==> config.mk <==
export PLATFORM = sky130hd
export DESIGN_NAME = link_reconnect_backoff_policy_flat
export DESIGN_NICKNAME = d
export VERILOG_FILES = /design/src/rtl/lrbp_pkg.sv /design/src/rtl/lrbp_if.sv /design/src/rtl/lrbp_useq.sv /design/src/rtl/lrbp_dpath.sv /design/src/rtl/link_reconnect_backoff_policy.sv /design/src/flat_wrapper.sv
export SDC_FILE = /design/constraint.sdc
export NUM_CORES = 1
export LEC_CHECK = 0
export BUFFER_PORTS_ARGS = -buffer_cell sky130_fd_sc_hd__buf_2
export CAP_MARGIN = 30
export CORE_UTILIZATION = 55
export DETAILED_ROUTE_END_ITERATION = 10
export PLACE_DENSITY = 0.71
export SYNTH_ARGS = -nofsm -noshare
export SYNTH_HDL_FRONTEND = slang
export SYNTH_SLANG_ARGS = --single-unit
==> constraint.sdc <==
create_clock -name i_clk -period 11.3 [get_ports i_clk]
set_input_delay 1.13 -clock i_clk [delete_from_list [all_inputs] [get_ports i_clk]]
set_output_delay 1.13 -clock i_clk [all_outputs]
set_load 0.03 [all_outputs]
==> src/rtl/lrbp_pkg.sv <==
package lrbp_pkg;

    localparam int TIME_W = 32;
    localparam int FAIL_W = 5;
    localparam int STEP_W = 3;

    typedef logic [TIME_W-1:0] t_time;
    typedef logic [FAIL_W-1:0] t_fail;
    typedef logic [STEP_W-1:0] t_step;

    localparam t_fail MAX_FAILURES = t_fail'(16);

    // Link commands.
    localparam logic [1:0] ACT_NONE  = 2'd0;
    localparam logic [1:0] ACT_START = 2'd1;
    localparam logic [1:0] ACT_STOP  = 2'd2;

    // Wifi states.
    localparam logic [2:0] WS_UNCONF       = 3'd0;
    localparam logic [2:0] WS_STORAGE      = 3'd1;
    localparam logic [2:0] WS_CONN_UNAVAIL = 3'd2;
    localparam logic [2:0] WS_CONNECTING   = 3'd5;
    localparam logic [2:0] WS_CONNECTED    = 3'd6;
    localparam logic [2:0] WS_BACKOFF      = 3'd7;

    // Lan states.
    localparam logic [2:0] LS_UNCONF       = 3'd0;
    localparam logic [2:0] LS_STORAGE      = 3'd1;
    localparam logic [2:0] LS_CONN_UNAVAIL = 3'd2;
    localparam logic [2:0] LS_WIFI_PEND    = 3'd3;
    localparam logic [2:0] LS_ENROLL       = 3'd4;
    localparam logic [2:0] LS_TIME         = 3'd5;
    localparam logic [2:0] LS_TLS          = 3'd6;
    localparam logic [2:0] LS_BLE          = 3'd7;

    // Link observations.
    localparam logic [2:0] OBS_DOWN       = 3'd0;
    localparam logic [2:0] OBS_CONNECTING = 3'd1;
    localparam logic [2:0] OBS_ACCEPTED   = 3'd2;
    localparam logic [2:0] OBS_DOWNGRADED = 3'd3;
    localparam logic [2:0] OBS_FAILED     = 3'd4;

    // Configuration register indexes.
    localparam logic [1:0] REG_INITIAL = 2'd0;
    localparam logic [1:0] REG_MAX     = 2'd1;
    localparam logic [1:0] REG_TIMEOUT = 2'd2;

    // Micro-operations executed by the datapath.
    typedef logic [2:0] t_op;
    localparam t_op OP_CLR     = 3'd0;
    localparam t_op OP_POLICY  = 3'd1;
    localparam t_op OP_BO_INC  = 3'd2;
    localparam t_op OP_BO_LOOP = 3'd3;
    localparam t_op OP_BO_SET  = 3'd4;
    localparam t_op OP_EMIT    = 3'd5;

    // Program addresses.
    localparam t_step S_CLR     = 3'd0;
    localparam t_step S_POLICY  = 3'd1;
    localparam t_step S_BO_INC  = 3'd2;
    localparam t_step S_BO_LOOP = 3'd3;
    localparam t_step S_BO_SET  = 3'd4;
    localparam t_step S_EMIT    = 3'd5;

    typedef struct packed {
        t_op   op;
        t_step next;   // taken when the condition is false
        t_step alt;    // taken when the condition is true
    } t_uword;

    typedef struct packed {
        logic busy;
        t_op  op;
    } t_ctrl;

    typedef struct packed {
        logic cond;
        logic stall;
    } t_stat;

    typedef struct packed {
        t_time initial_ms;
        t_time max_ms;
        t_time timeout_ms;
    } t_cfg;

    // Control store: one word per step.
    function automatic t_uword uc_rom(input t_step step);
        t_uword w;
        unique case (step)
            S_CLR:     w = '{op: OP_CLR,     next: S_POLICY,  alt: S_POLICY};
            S_POLICY:  w = '{op: OP_POLICY,  next: S_EMIT,    alt: S_BO_INC};
            S_BO_INC:  w = '{op: OP_BO_INC,  next: S_BO_LOOP, alt: S_BO_LOOP};
            S_BO_LOOP: w = '{op: OP_BO_LOOP, next: S_BO_LOOP, alt: S_BO_SET};
            S_BO_SET:  w = '{op: OP_BO_SET,  next: S_EMIT,    alt: S_EMIT};
            S_EMIT:    w = '{op: OP_EMIT,    next: S_CLR,     alt: S_CLR};
            default:   w = '{op: OP_EMIT,    next: S_CLR,     alt: S_CLR};
        endcase
        return w;
    endfunction

endpackage

==> src/rtl/lrbp_if.sv <==
interface lrbp_item_if import lrbp_pkg::*; ();
    logic       valid;
    logic       ready;
    t_time      now_ms;
    logic       restart;
    logic       store_ready;
    logic       wifi_configured;
    logic       remote_allowed;
    logic       gateway_configured;
    logic       gateway_enrolled;
    logic       time_valid;
    logic       ble_session;
    logic [2:0] link_observation;

    modport source (
        output valid, now_ms, restart, store_ready, wifi_configured, remote_allowed,
               gateway_configured, gateway_enrolled, time_valid, ble_session,
               link_observation,
        input  ready
    );
    modport sink (
        input  valid, now_ms, restart, store_ready, wifi_configured, remote_allowed,
               gateway_configured, gateway_enrolled, time_valid, ble_session,
               link_observation,
        output ready
    );
endinterface

interface lrbp_result_if import lrbp_pkg::*; ();
    logic       valid;
    logic       ready;
    logic [1:0] action;
    logic [2:0] wifi_state;
    logic [2:0] lan_state;
    t_fail      failure_count;
    t_time      retry_remaining_ms;

    modport source (
        output valid, action, wifi_state, lan_state, failure_count, retry_remaining_ms,
        input  ready
    );
    modport sink (
        input  valid, action, wifi_state, lan_state, failure_count, retry_remaining_ms,
        output ready
    );
endinterface

interface lrbp_cfg_if import lrbp_pkg::*; ();
    logic       valid;
    logic       ready;
    logic [1:0] index;
    t_time      data;

    modport source (output valid, index, data, input ready);
    modport sink (input valid, index, data, output ready);
endinterface

==> src/rtl/lrbp_useq.sv <==
module lrbp_useq import lrbp_pkg::*; (
    input  logic  i_clk,
    input  logic  i_rst_n,
    input  logic  i_start,
    input  t_stat i_stat,
    output t_ctrl o_ctrl
);

    logic   r_busy, n_busy;
    t_step  r_step, n_step;
    t_uword w_word;

    assign w_word = uc_rom(r_step);
    assign o_ctrl = '{busy: r_busy, op: w_word.op};

    always_comb begin
        n_busy = r_busy;
        n_step = r_step;
        if (!r_busy) begin
            if (i_start) begin
                n_busy = 1'b1;
                n_step = S_CLR;
            end
        end else if (w_word.op == OP_EMIT) begin
            // The last step waits until the result register can take the beat.
            if (!i_stat.stall) begin
                n_busy = 1'b0;
                n_step = S_CLR;
            end
        end else begin
            n_step = i_stat.cond ? w_word.alt : w_word.next;
        end
    end

    always_ff @(posedge i_clk) begin
        if (!i_rst_n) begin
            r_busy <= 1'b0;
            r_step <= S_CLR;
        end else begin
            r_busy <= n_busy;
            r_step <= n_step;
        end
    end

    a_start_at_clr: assert property (@(posedge i_clk) disable iff (!i_rst_n)
        (!r_busy && i_start) |=> (r_busy && r_step == S_CLR))
        else $error("sequencer did not enter its first step");

    a_clr_to_policy: assert property (@(posedge i_clk) disable iff (!i_rst_n)
        (r_busy && r_step == S_CLR) |=> (r_busy && r_step == S_POLICY))
        else $error("clear step not followed by policy step");

    a_emit_stall_holds: assert property (@(posedge i_clk) disable iff (!i_rst_n)
        (r_busy && r_step == S_EMIT && i_stat.stall) |=> (r_busy && r_step == S_EMIT))
        else $error("result step left while output stalled");

endmodule

==> src/rtl/lrbp_dpath.sv <==
module lrbp_dpath import lrbp_pkg::*; (
    input  logic  i_clk,
    input  logic  i_rst_n,
    input  t_ctrl i_ctrl,
    input  t_cfg  i_cfg,
    output t_stat o_stat,
    lrbp_item_if.sink     i_item,
    lrbp_result_if.source o_result
);

    // Latched tick.
    t_time      r_now;
    logic       r_restart, r_store, r_wcfg, r_remote, r_gcfg, r_enrolled, r_tvalid, r_ble;
    logic [2:0] r_obs;

    // Policy state.
    logic [2:0] r_wifi, n_wifi;
    logic [2:0] r_lan, n_lan;
    t_fail      r_fail, n_fail;
    t_time      r_deadline, n_deadline;
    t_time      r_cstart, n_cstart;
    logic [1:0] r_action, n_action;

    // Backoff working registers.
    t_time      r_delay, n_delay;
    t_fail      r_cnt, n_cnt;

    // Result register.
    logic       r_o_valid, n_o_valid;
    logic [1:0] r_o_action;
    logic [2:0] r_o_wifi, r_o_lan;
    t_fail      r_o_fail;
    t_time      r_o_remaining;
    logic       w_load;

    logic       w_accept;
    logic       w_prereq_ok;
    logic [2:0] w_code, w_lan_base;
    t_time      w_elapsed, w_since_dl, w_delay_clamped;
    logic       w_timed_out, w_dl_pending, w_loop_done, w_at_half;
    logic       w_cond, w_stall;

    assign i_item.ready = !i_ctrl.busy;
    assign w_accept     = i_item.valid && !i_ctrl.busy;

    // Decode of the latched flags.
    assign w_prereq_ok = r_store && r_wcfg && r_remote;
    assign w_code      = !r_store ? WS_STORAGE : (!r_wcfg ? WS_UNCONF : WS_CONN_UNAVAIL);
    assign w_lan_base  = !r_gcfg ? LS_UNCONF : (r_ble ? LS_BLE : LS_WIFI_PEND);

    // Wrap-safe time arithmetic.
    assign w_elapsed    = r_now - r_cstart;
    assign w_timed_out  = w_elapsed >= i_cfg.timeout_ms;
    assign w_since_dl   = r_now - r_deadline;
    assign w_dl_pending = (r_deadline != '0) && w_since_dl[TIME_W-1];

    assign w_at_half       = r_delay >= (i_cfg.max_ms >> 1);
    assign w_loop_done     = (r_cnt >= r_fail) || w_at_half;
    assign w_delay_clamped = (r_delay > i_cfg.max_ms) ? i_cfg.max_ms : r_delay;

    assign w_stall = r_o_valid && !o_result.ready;
    assign o_stat  = '{cond: w_cond, stall: w_stall};
    assign w_load  = i_ctrl.busy && (i_ctrl.op == OP_EMIT) && !w_stall;

    always_comb begin
        n_wifi     = r_wifi;
        n_lan      = r_lan;
        n_fail     = r_fail;
        n_deadline = r_deadline;
        n_cstart   = r_cstart;
        n_action   = r_action;
        n_delay    = r_delay;
        n_cnt      = r_cnt;
        w_cond     = 1'b0;
        if (i_ctrl.busy) begin
            unique case (i_ctrl.op)
                OP_CLR: begin
                    if (r_restart) begin
                        n_wifi     = WS_UNCONF;
                        n_lan      = LS_UNCONF;
                        n_fail     = '0;
                        n_deadline = '0;
                        n_cstart   = '0;
                    end
                end
                OP_POLICY: begin
                    if (!w_prereq_ok) begin
                        n_wifi     = w_code;
                        n_lan      = w_code;
                        n_fail     = '0;
                        n_deadline = '0;
                        n_action   = (r_obs == OBS_DOWN) ? ACT_NONE : ACT_STOP;
                    end else begin
                        n_lan = w_lan_base;
                        case (r_obs) inside
                            OBS_DOWNGRADED, OBS_FAILED: begin
                                n_action = ACT_STOP;
                                w_cond   = 1'b1;
                            end
                            OBS_ACCEPTED: begin
                                n_wifi = WS_CONNECTED;
                                if (!r_gcfg) begin
                                    n_lan = LS_UNCONF;
                                end else if (r_ble) begin
                                    n_lan = LS_BLE;
                                end else if (!r_enrolled) begin
                                    n_lan = LS_ENROLL;
                                end else if (!r_tvalid) begin
                                    n_lan = LS_TIME;
                                end else begin
                                    n_lan = LS_TLS;
                                end
                                n_fail     = '0;
                                n_deadline = '0;
                                n_action   = ACT_NONE;
                            end
                            OBS_CONNECTING: begin
                                if (w_timed_out) begin
                                    n_action = ACT_STOP;
                                    w_cond   = 1'b1;
                                end else begin
                                    n_wifi   = WS_CONNECTING;
                                    n_action = ACT_NONE;
                                end
                            end
                            default: begin
                                if (w_dl_pending) begin
                                    n_wifi   = WS_BACKOFF;
                                    n_action = ACT_NONE;
                                end else begin
                                    n_deadline = '0;
                                    n_cstart   = r_now;
                                    n_wifi     = WS_CONNECTING;
                                    n_action   = ACT_START;
                                end
                            end
                        endcase
                    end
                end
                OP_BO_INC: begin
                    if (r_fail < MAX_FAILURES) begin
                        n_fail = r_fail + t_fail'(1);
                    end
                    n_delay = i_cfg.initial_ms;
                    n_cnt   = t_fail'(1);
                end
                OP_BO_LOOP: begin
                    w_cond = w_loop_done;
                    if (r_cnt < r_fail) begin
                        if (w_at_half) begin
                            n_delay = i_cfg.max_ms;
                        end else begin
                            n_delay = {r_delay[TIME_W-2:0], 1'b0};
                            n_cnt   = r_cnt + t_fail'(1);
                        end
                    end
                end
                OP_BO_SET: begin
                    n_deadline = r_now + w_delay_clamped;
                    n_wifi     = WS_BACKOFF;
                end
                default: begin
                end
            endcase
        end
    end

    always_comb begin
        n_o_valid = r_o_valid;
        if (w_load) begin
            n_o_valid = 1'b1;
        end else if (o_result.ready) begin
            n_o_valid = 1'b0;
        end
    end

    always_ff @(posedge i_clk) begin
        if (!i_rst_n) begin
            r_wifi     <= WS_UNCONF;
            r_lan      <= LS_UNCONF;
            r_fail     <= '0;
            r_deadline <= '0;
            r_cstart   <= '0;
            r_o_valid  <= 1'b0;
        end else begin
            r_wifi     <= n_wifi;
            r_lan      <= n_lan;
            r_fail     <= n_fail;
            r_deadline <= n_deadline;
            r_cstart   <= n_cstart;
            r_o_valid  <= n_o_valid;
        end
    end

    always_ff @(posedge i_clk) begin
        r_action <= n_action;
        r_delay  <= n_delay;
        r_cnt    <= n_cnt;
        if (w_accept) begin
            r_now      <= i_item.now_ms;
            r_restart  <= i_item.restart;
            r_store    <= i_item.store_ready;
            r_wcfg     <= i_item.wifi_configured;
            r_remote   <= i_item.remote_allowed;
            r_gcfg     <= i_item.gateway_configured;
            r_enrolled <= i_item.gateway_enrolled;
            r_tvalid   <= i_item.time_valid;
            r_ble      <= i_item.ble_session;
            // Codes above failed are treated as a down link.
            r_obs      <= (i_item.link_observation > OBS_FAILED) ? OBS_DOWN
                                                                 : i_item.link_observation;
        end
        if (w_load) begin
            r_o_action    <= r_action;
            r_o_wifi      <= r_wifi;
            r_o_lan       <= r_lan;
            r_o_fail      <= r_fail;
            r_o_remaining <= ((r_wifi == WS_BACKOFF) && w_dl_pending) ? (r_deadline - r_now)
                                                                      : '0;
        end
    end

    assign o_result.valid              = r_o_valid;
    assign o_result.action             = r_o_action;
    assign o_result.wifi_state         = r_o_wifi;
    assign o_result.lan_state          = r_o_lan;
    assign o_result.failure_count      = r_o_fail;
    assign o_result.retry_remaining_ms = r_o_remaining;

    a_set_enters_backoff: assert property (@(posedge i_clk) disable iff (!i_rst_n)
        (i_ctrl.busy && i_ctrl.op == OP_BO_SET) |=> (r_wifi == WS_BACKOFF))
        else $error("deadline set without entering backoff");

    a_fail_saturates: assert property (@(posedge i_clk) disable iff (!i_rst_n)
        r_fail <= MAX_FAILURES)
        else $error("failure count above its limit");

    a_remaining_in_backoff: assert property (@(posedge i_clk) disable iff (!i_rst_n)
        (r_o_valid && r_o_remaining != '0) |-> (r_o_wifi == WS_BACKOFF))
        else $error("retry time reported outside backoff");

    a_delay_doubles: assert property (@(posedge i_clk) disable iff (!i_rst_n)
        (i_ctrl.busy && i_ctrl.op == OP_BO_LOOP && !w_loop_done)
        |=> (r_delay == {$past(r_delay[TIME_W-2:0]), 1'b0}))
        else $error("backoff delay did not double");

endmodule

==> src/rtl/link_reconnect_backoff_policy.sv <==
// A tick's input beat is latched when accepted; the sequencer then runs the clear and
// policy steps and loads the result register in the emit step. A tick that enters
// backoff (new failure count 1 to 16) also runs the increment, loop and deadline steps.
// One tick at a time: the next input beat is taken only once the result is loaded and
// the sequencer is idle, and the emit step waits while the previous result is unread.
// Reset (synchronous, active low) clears the policy state and restores the registers.
module link_reconnect_backoff_policy import lrbp_pkg::*; (
    input  logic i_clk,
    input  logic i_rst_n,
    lrbp_item_if.sink     i_item,
    lrbp_result_if.source o_result,
    lrbp_cfg_if.sink      i_cfg
);

    // Configuration registers. Writes are only expected while the block is idle,
    // so the channel is always ready. An index past the last register is dropped.
    t_cfg  r_cfg;
    t_ctrl w_ctrl;
    t_stat w_stat;
    logic  w_start;

    assign i_cfg.ready = 1'b1;

    always_ff @(posedge i_clk) begin
        if (!i_rst_n) begin
            r_cfg.initial_ms <= t_time'(1000);
            r_cfg.max_ms     <= t_time'(60000);
            r_cfg.timeout_ms <= t_time'(15000);
        end else if (i_cfg.valid) begin
            unique case (i_cfg.index)
                REG_INITIAL: r_cfg.initial_ms <= i_cfg.data;
                REG_MAX:     r_cfg.max_ms     <= i_cfg.data;
                REG_TIMEOUT: r_cfg.timeout_ms <= i_cfg.data;
                default: begin
                end
            endcase
        end
    end

    // A new tick starts the microprogram on the beat that the datapath latches.
    assign w_start = i_item.valid && i_item.ready;

    // The sequencer walks the control store: clear on restart, evaluate the
    // policy, optionally run the backoff steps (increment, doubling loop, deadline),
    // and finally load the result register. The doubling loop stops early once the
    // delay reaches half the maximum, setting it to the maximum, so backoff ticks end sooner.
    lrbp_useq u_useq (
        .i_clk   (i_clk),
        .i_rst_n (i_rst_n),
        .i_start (w_start),
        .i_stat  (w_stat),
        .o_ctrl  (w_ctrl)
    );

    // The datapath holds the latched tick, the policy state, the delay register
    // with its step counter, and the output register that parts the result
    // channel from the work in progress.
    lrbp_dpath u_dpath (
        .i_clk    (i_clk),
        .i_rst_n  (i_rst_n),
        .i_ctrl   (w_ctrl),
        .i_cfg    (r_cfg),
        .o_stat   (w_stat),
        .i_item   (i_item),
        .o_result (o_result)
    );

endmodule
==> src/flat_wrapper.sv <==
// flat-port wrapper written by rule: the top's interface ports become plain ports
module link_reconnect_backoff_policy_flat import lrbp_pkg::*;
  (i_clk, i_rst_n, i_item_valid, i_item_now_ms, i_item_restart, i_item_store_ready, i_item_wifi_configured, i_item_remote_allowed, i_item_gateway_configured, i_item_gateway_enrolled, i_item_time_valid, i_item_ble_session, i_item_link_observation, i_item_ready, o_result_valid, o_result_action, o_result_wifi_state, o_result_lan_state, o_result_failure_count, o_result_retry_remaining_ms, o_result_ready, i_cfg_valid, i_cfg_index, i_cfg_data, i_cfg_ready);
  lrbp_item_if i_item_i ();
  lrbp_result_if o_result_i ();
  lrbp_cfg_if i_cfg_i ();
  input  logic i_clk;
  input  logic i_rst_n;
  input wire logic [$bits(i_item_i.valid)-1:0] i_item_valid;
  input wire logic [$bits(i_item_i.now_ms)-1:0] i_item_now_ms;
  input wire logic [$bits(i_item_i.restart)-1:0] i_item_restart;
  input wire logic [$bits(i_item_i.store_ready)-1:0] i_item_store_ready;
  input wire logic [$bits(i_item_i.wifi_configured)-1:0] i_item_wifi_configured;
  input wire logic [$bits(i_item_i.remote_allowed)-1:0] i_item_remote_allowed;
  input wire logic [$bits(i_item_i.gateway_configured)-1:0] i_item_gateway_configured;
  input wire logic [$bits(i_item_i.gateway_enrolled)-1:0] i_item_gateway_enrolled;
  input wire logic [$bits(i_item_i.time_valid)-1:0] i_item_time_valid;
  input wire logic [$bits(i_item_i.ble_session)-1:0] i_item_ble_session;
  input wire logic [$bits(i_item_i.link_observation)-1:0] i_item_link_observation;
  output wire logic [$bits(i_item_i.ready)-1:0] i_item_ready;
  output wire logic [$bits(o_result_i.valid)-1:0] o_result_valid;
  output wire logic [$bits(o_result_i.action)-1:0] o_result_action;
  output wire logic [$bits(o_result_i.wifi_state)-1:0] o_result_wifi_state;
  output wire logic [$bits(o_result_i.lan_state)-1:0] o_result_lan_state;
  output wire logic [$bits(o_result_i.failure_count)-1:0] o_result_failure_count;
  output wire logic [$bits(o_result_i.retry_remaining_ms)-1:0] o_result_retry_remaining_ms;
  input wire logic [$bits(o_result_i.ready)-1:0] o_result_ready;
  input wire logic [$bits(i_cfg_i.valid)-1:0] i_cfg_valid;
  input wire logic [$bits(i_cfg_i.index)-1:0] i_cfg_index;
  input wire logic [$bits(i_cfg_i.data)-1:0] i_cfg_data;
  output wire logic [$bits(i_cfg_i.ready)-1:0] i_cfg_ready;
  assign i_item_i.valid = i_item_valid;
  assign i_item_i.now_ms = i_item_now_ms;
  assign i_item_i.restart = i_item_restart;
  assign i_item_i.store_ready = i_item_store_ready;
  assign i_item_i.wifi_configured = i_item_wifi_configured;
  assign i_item_i.remote_allowed = i_item_remote_allowed;
  assign i_item_i.gateway_configured = i_item_gateway_configured;
  assign i_item_i.gateway_enrolled = i_item_gateway_enrolled;
  assign i_item_i.time_valid = i_item_time_valid;
  assign i_item_i.ble_session = i_item_ble_session;
  assign i_item_i.link_observation = i_item_link_observation;
  assign i_item_ready = i_item_i.ready;
  assign o_result_valid = o_result_i.valid;
  assign o_result_action = o_result_i.action;
  assign o_result_wifi_state = o_result_i.wifi_state;
  assign o_result_lan_state = o_result_i.lan_state;
  assign o_result_failure_count = o_result_i.failure_count;
  assign o_result_retry_remaining_ms = o_result_i.retry_remaining_ms;
  assign o_result_i.ready = o_result_ready;
  assign i_cfg_i.valid = i_cfg_valid;
  assign i_cfg_i.index = i_cfg_index;
  assign i_cfg_i.data = i_cfg_data;
  assign i_cfg_ready = i_cfg_i.ready;
  link_reconnect_backoff_policy u_core (.i_clk(i_clk), .i_rst_n(i_rst_n), .i_item(i_item_i), .o_result(o_result_i), .i_cfg(i_cfg_i));
endmodule
==> out/metrics.yaml <==
timing:
  final.min_clock_period_ns: 5.75
  tightest_slew_ns: 0.890
  max_slew_margin_pct: 40.7
  min_period_over_period_pct: 50.9
  max_freq_ghz: 0.174
  fin_tns_setup_ns: 0
  setup_viol_count_final: 0
  rsz0062_at_grt: "false"
  hold_viol: 0
  final.setup_skew_ns: 0.0190
  slew_viol_final: 0
logic_synthesis:
  synth_warnings: 0
  yosysTopAreaCell: "edfxtp_1"
  syn_inst: 2250
  ys_seq_area_share_pct: 37.2
  yosysUniqueCellTypes: 72
  synth_edf_count: 127
  yosysMostFrequentCell: "nand2_1"
  ys.flop_type: "dfxtp_1"
  syn_area_mm2: 0.0197
  synth_top_area_share_pct: 19.3
  synth_common_cells: "nand2_1 (332), ha_1 (226), a21oi_1 (218)"
  synth-seq-cells: 303
  syn-num-nets: 2561
  synthTopCellsByArea: "edfxtp_1 (19%), dfxtp_1 (18%), ha_1 (14%), nand2_1 (6.3%), a21oi_1 (5.5%)"
  async_flop_share_pct: 0
  avgSynthCellArea_um2: 8.77
cells_and_area:
  area_growth_pct: 11.2
  diodes: 0
  fin_util_pct: 62.9
  final_nets: 2654
  drive_above_1_share_pct: 10.9
  stdcell_count: 2825
hold_path:
  hold_class: "flip-flop to flip-flop"
power_and_ir_drop:
  ir_worst_vdd_uv: 137
  p_leak_nw: 8.71
  powerDensity_mw_per_mm2: 127
  power.total_w: 0.00278
clock_tree:
  cts_sinks: 303
  root_buffer: "clkbuf_16"
  cts_resized: 0
  cts.hold.buffers_added: 0
  tritoncts: "done"
  htreeDepth: 2
  clk-insertion-delay-late_ns: 0.56
  clk_pin_slew_worst_paths_ns: 0.06
  postCtsSetupRepairBufs: 0
  cts_buffers: 35
  cts_buffer_depth: 3
placed_design:
  dpl.hpwl_mm: 36.9
  dp_cells: 2760
  gp_congestion: 0.938
  io_buffers: 128
floorplanning:
  dieHeight_um: 191
  die_w_um: 191
  floorplan.initialDensity_pct: 56.6
  num_rows: 68
  core_mm2: 0.0349
  design.portCount: 130
  die-area_mm2: 0.0366
setup_path:
  cp_slowest_stage_delay_ns: 0.75
  crit_path_max_fanout: 5
  end_kind: "flip-flop"
  cp_top_family: "compound AO/OA/AOI/OAI gates"
  path_cells: "ha_1, nor2_1, a211oi_1, o41ai_1, nor4_1, o31ai_1, nand2_1, o221ai_1, o21bai_1, a21oi_1, xnor2_1, ha_1, or3_1, o21ai_0, a21oi_1, a31oi_1, o21ai_0, o211a_1, a41oi_1, o21ai_0, a21boi_0"
  arrival_ns: 6.23
  path_buf_inv: 0
  cp.required_ns: 11.78
  cp_common_cell: "o21ai_0"
  start_kind: "flip-flop"
  slowest_stage: "o41ai_1"
  crit_type: "flip-flop to flip-flop"
grt:
  grt_usage_pct: 27.1
  grt_max_degree: 77
  antenna_found_initial: 0
  grt_pass1_vias: 15200
  grt_pass1_wl_mm: 78.7
  overflow: 0
detailed_routing:
  ant_nets: 0
  drt_iter0_markers: 1162
  routed_via_density: 5.74
  vias: 16200
  drc_errors: 0
  routedWlPerCell_um: 17.5
  firstDrtPassIters: 5
  totalWireLength_mm: 49.3
run_status:
  status: "completed"
run:
  maxCapViolations: 0
## routing by layer
metal	track usage (%)	vias up	part of all wire, %
li1	-	8116	-
met1	39.7	7582	49
met2	41.7	446	43
met3	3.27	80	5.6
met4	7.78	0	2.2
met5	0	-	0
## metrics by stage
stage / worst slack, ns / cell area [um2] / hold WS [ns]
after CTS: 5.11 / 21900 / 0.429
after global routing: 5.25 / 21900 / 0.430
after global placement: 5.21 / 20700 / 0.413
after detailed placement: 5.19 / 20700 / 0.425
after floorplan: 6.64 / 19700 / 0.400
final: 5.55 / 21900 / 0.427
## worst paths after layout
check | start | to | slack [ns] | depth (start not counted)
worst min-delay path | u_core.u_dpath.r_action[0]$_SDFFCE_PP0P_ | u_core.u_dpath.o_result.action[0]$_DFFE_PP_ | 0.43 | 0
worst max-delay path | u_core.u_dpath.r_now[2]$_DFFE_PP_ | u_core.u_useq.r_step[2]$_SDFFE_PN0P_ | 5.55 | 21
worst max register to register | u_core.u_dpath.r_now[2]$_DFFE_PP_ | u_core.u_useq.r_step[2]$_SDFFE_PN0P_ | 5.55 | 21
worst min register to register | u_core.u_dpath.r_action[0]$_SDFFCE_PP0P_ | u_core.u_dpath.o_result.action[0]$_DFFE_PP_ | 0.43 | 0
## registers in the layout, indices dropped and copies added, names as in the netlist, 2 cells and up
name                                        cells
u_core.u_dpath.o_result.wifi_state              3
u_core.u_dpath.r_action                         2
u_core.u_dpath.r_now                           32
u_core.r_cfg                                   96
u_core.u_dpath.o_result.retry_remaining_ms     32
u_core.u_dpath.r_wifi                           3
u_core.u_dpath.r_deadline                      32
u_core.u_dpath.r_cstart                        32
u_core.u_dpath.o_result.action                  2
u_core.u_dpath.r_delay                         32
u_core.u_dpath.o_result.lan_state               3
u_core.u_dpath.r_fail                           5
u_core.u_dpath.o_result.failure_count           5
u_core.u_dpath.r_obs                            3
u_core.u_dpath.r_cnt                            5
u_core.u_dpath.r_lan                            3
u_core.u_useq.r_step                            3
## layout make-up
type / count / area (um2)
fillers: 3020 / 13000
multi-input cells: 1654 / 11300
flip-flops and latches: 303 / 7340
clock buffers: 40 / 915
repair buffers: 145 / 783
inverters: 204 / 767
well taps: 455 / 569
clock inverters: 24 / 262
## placed cells by master, fill, tap and decap left out, types with 7 or more instances in the layout
cell,instances
nand2_1,331
ha_1,226
a21oi_1,217
inv_1,203
dfxtp_1,176
buf_2,128
edfxtp_1,127
nor2_1,111
o21ai_0,96
mux2i_1,71
a21o_1,68
xnor2_1,62
nand3_1,58
nand2b_1,40
clkbuf_16,35
nand4_1,32
mux2_2,30
nor3_1,29
o211ai_1,26
xor2_1,26
nor2b_1,22
a211oi_1,18
o21a_1,18
buf_4,15
nor4_1,14
a31oi_1,14
and3_1,12
o21bai_1,12
o31ai_1,9
or2_2,8
o221ai_1,7
o2111ai_1,7
clkinv_2,7
## worst reg2reg max path: cells and delay by family, from the launching register on
kind	cells	cell delay (ns)
fa+ha+maj	2	0.63
xor+xnor	1	0.10
simple gates	4	0.79
flops	1	0.54
compound gates	14	3.62
## cells by family after synthesis
| family | count (synthesis) | synth area share (%) |
|---|---|---|
| flops | 303 | 37.2 |
| fa+ha+maj | 229 | 14.6 |
| compound gates | 543 | 17.1 |
| simple gates | 692 | 16.0 |
| mux | 101 | 5.31 |
| other cells | 1 | 0.0190 |
| buf+inv | 293 | 5.87 |
| xor+xnor | 88 | 3.91 |
## report_power, final
group          leakage, nW  internal (W)  switching (W)
clock network        0.578      0.000700       0.000468
logic                 5.58      0.000167       0.000241
registers             2.54       0.00117      0.0000333
total                 8.71       0.00203       0.000743
No activity file was read; power rests on OpenSTA's default activity.
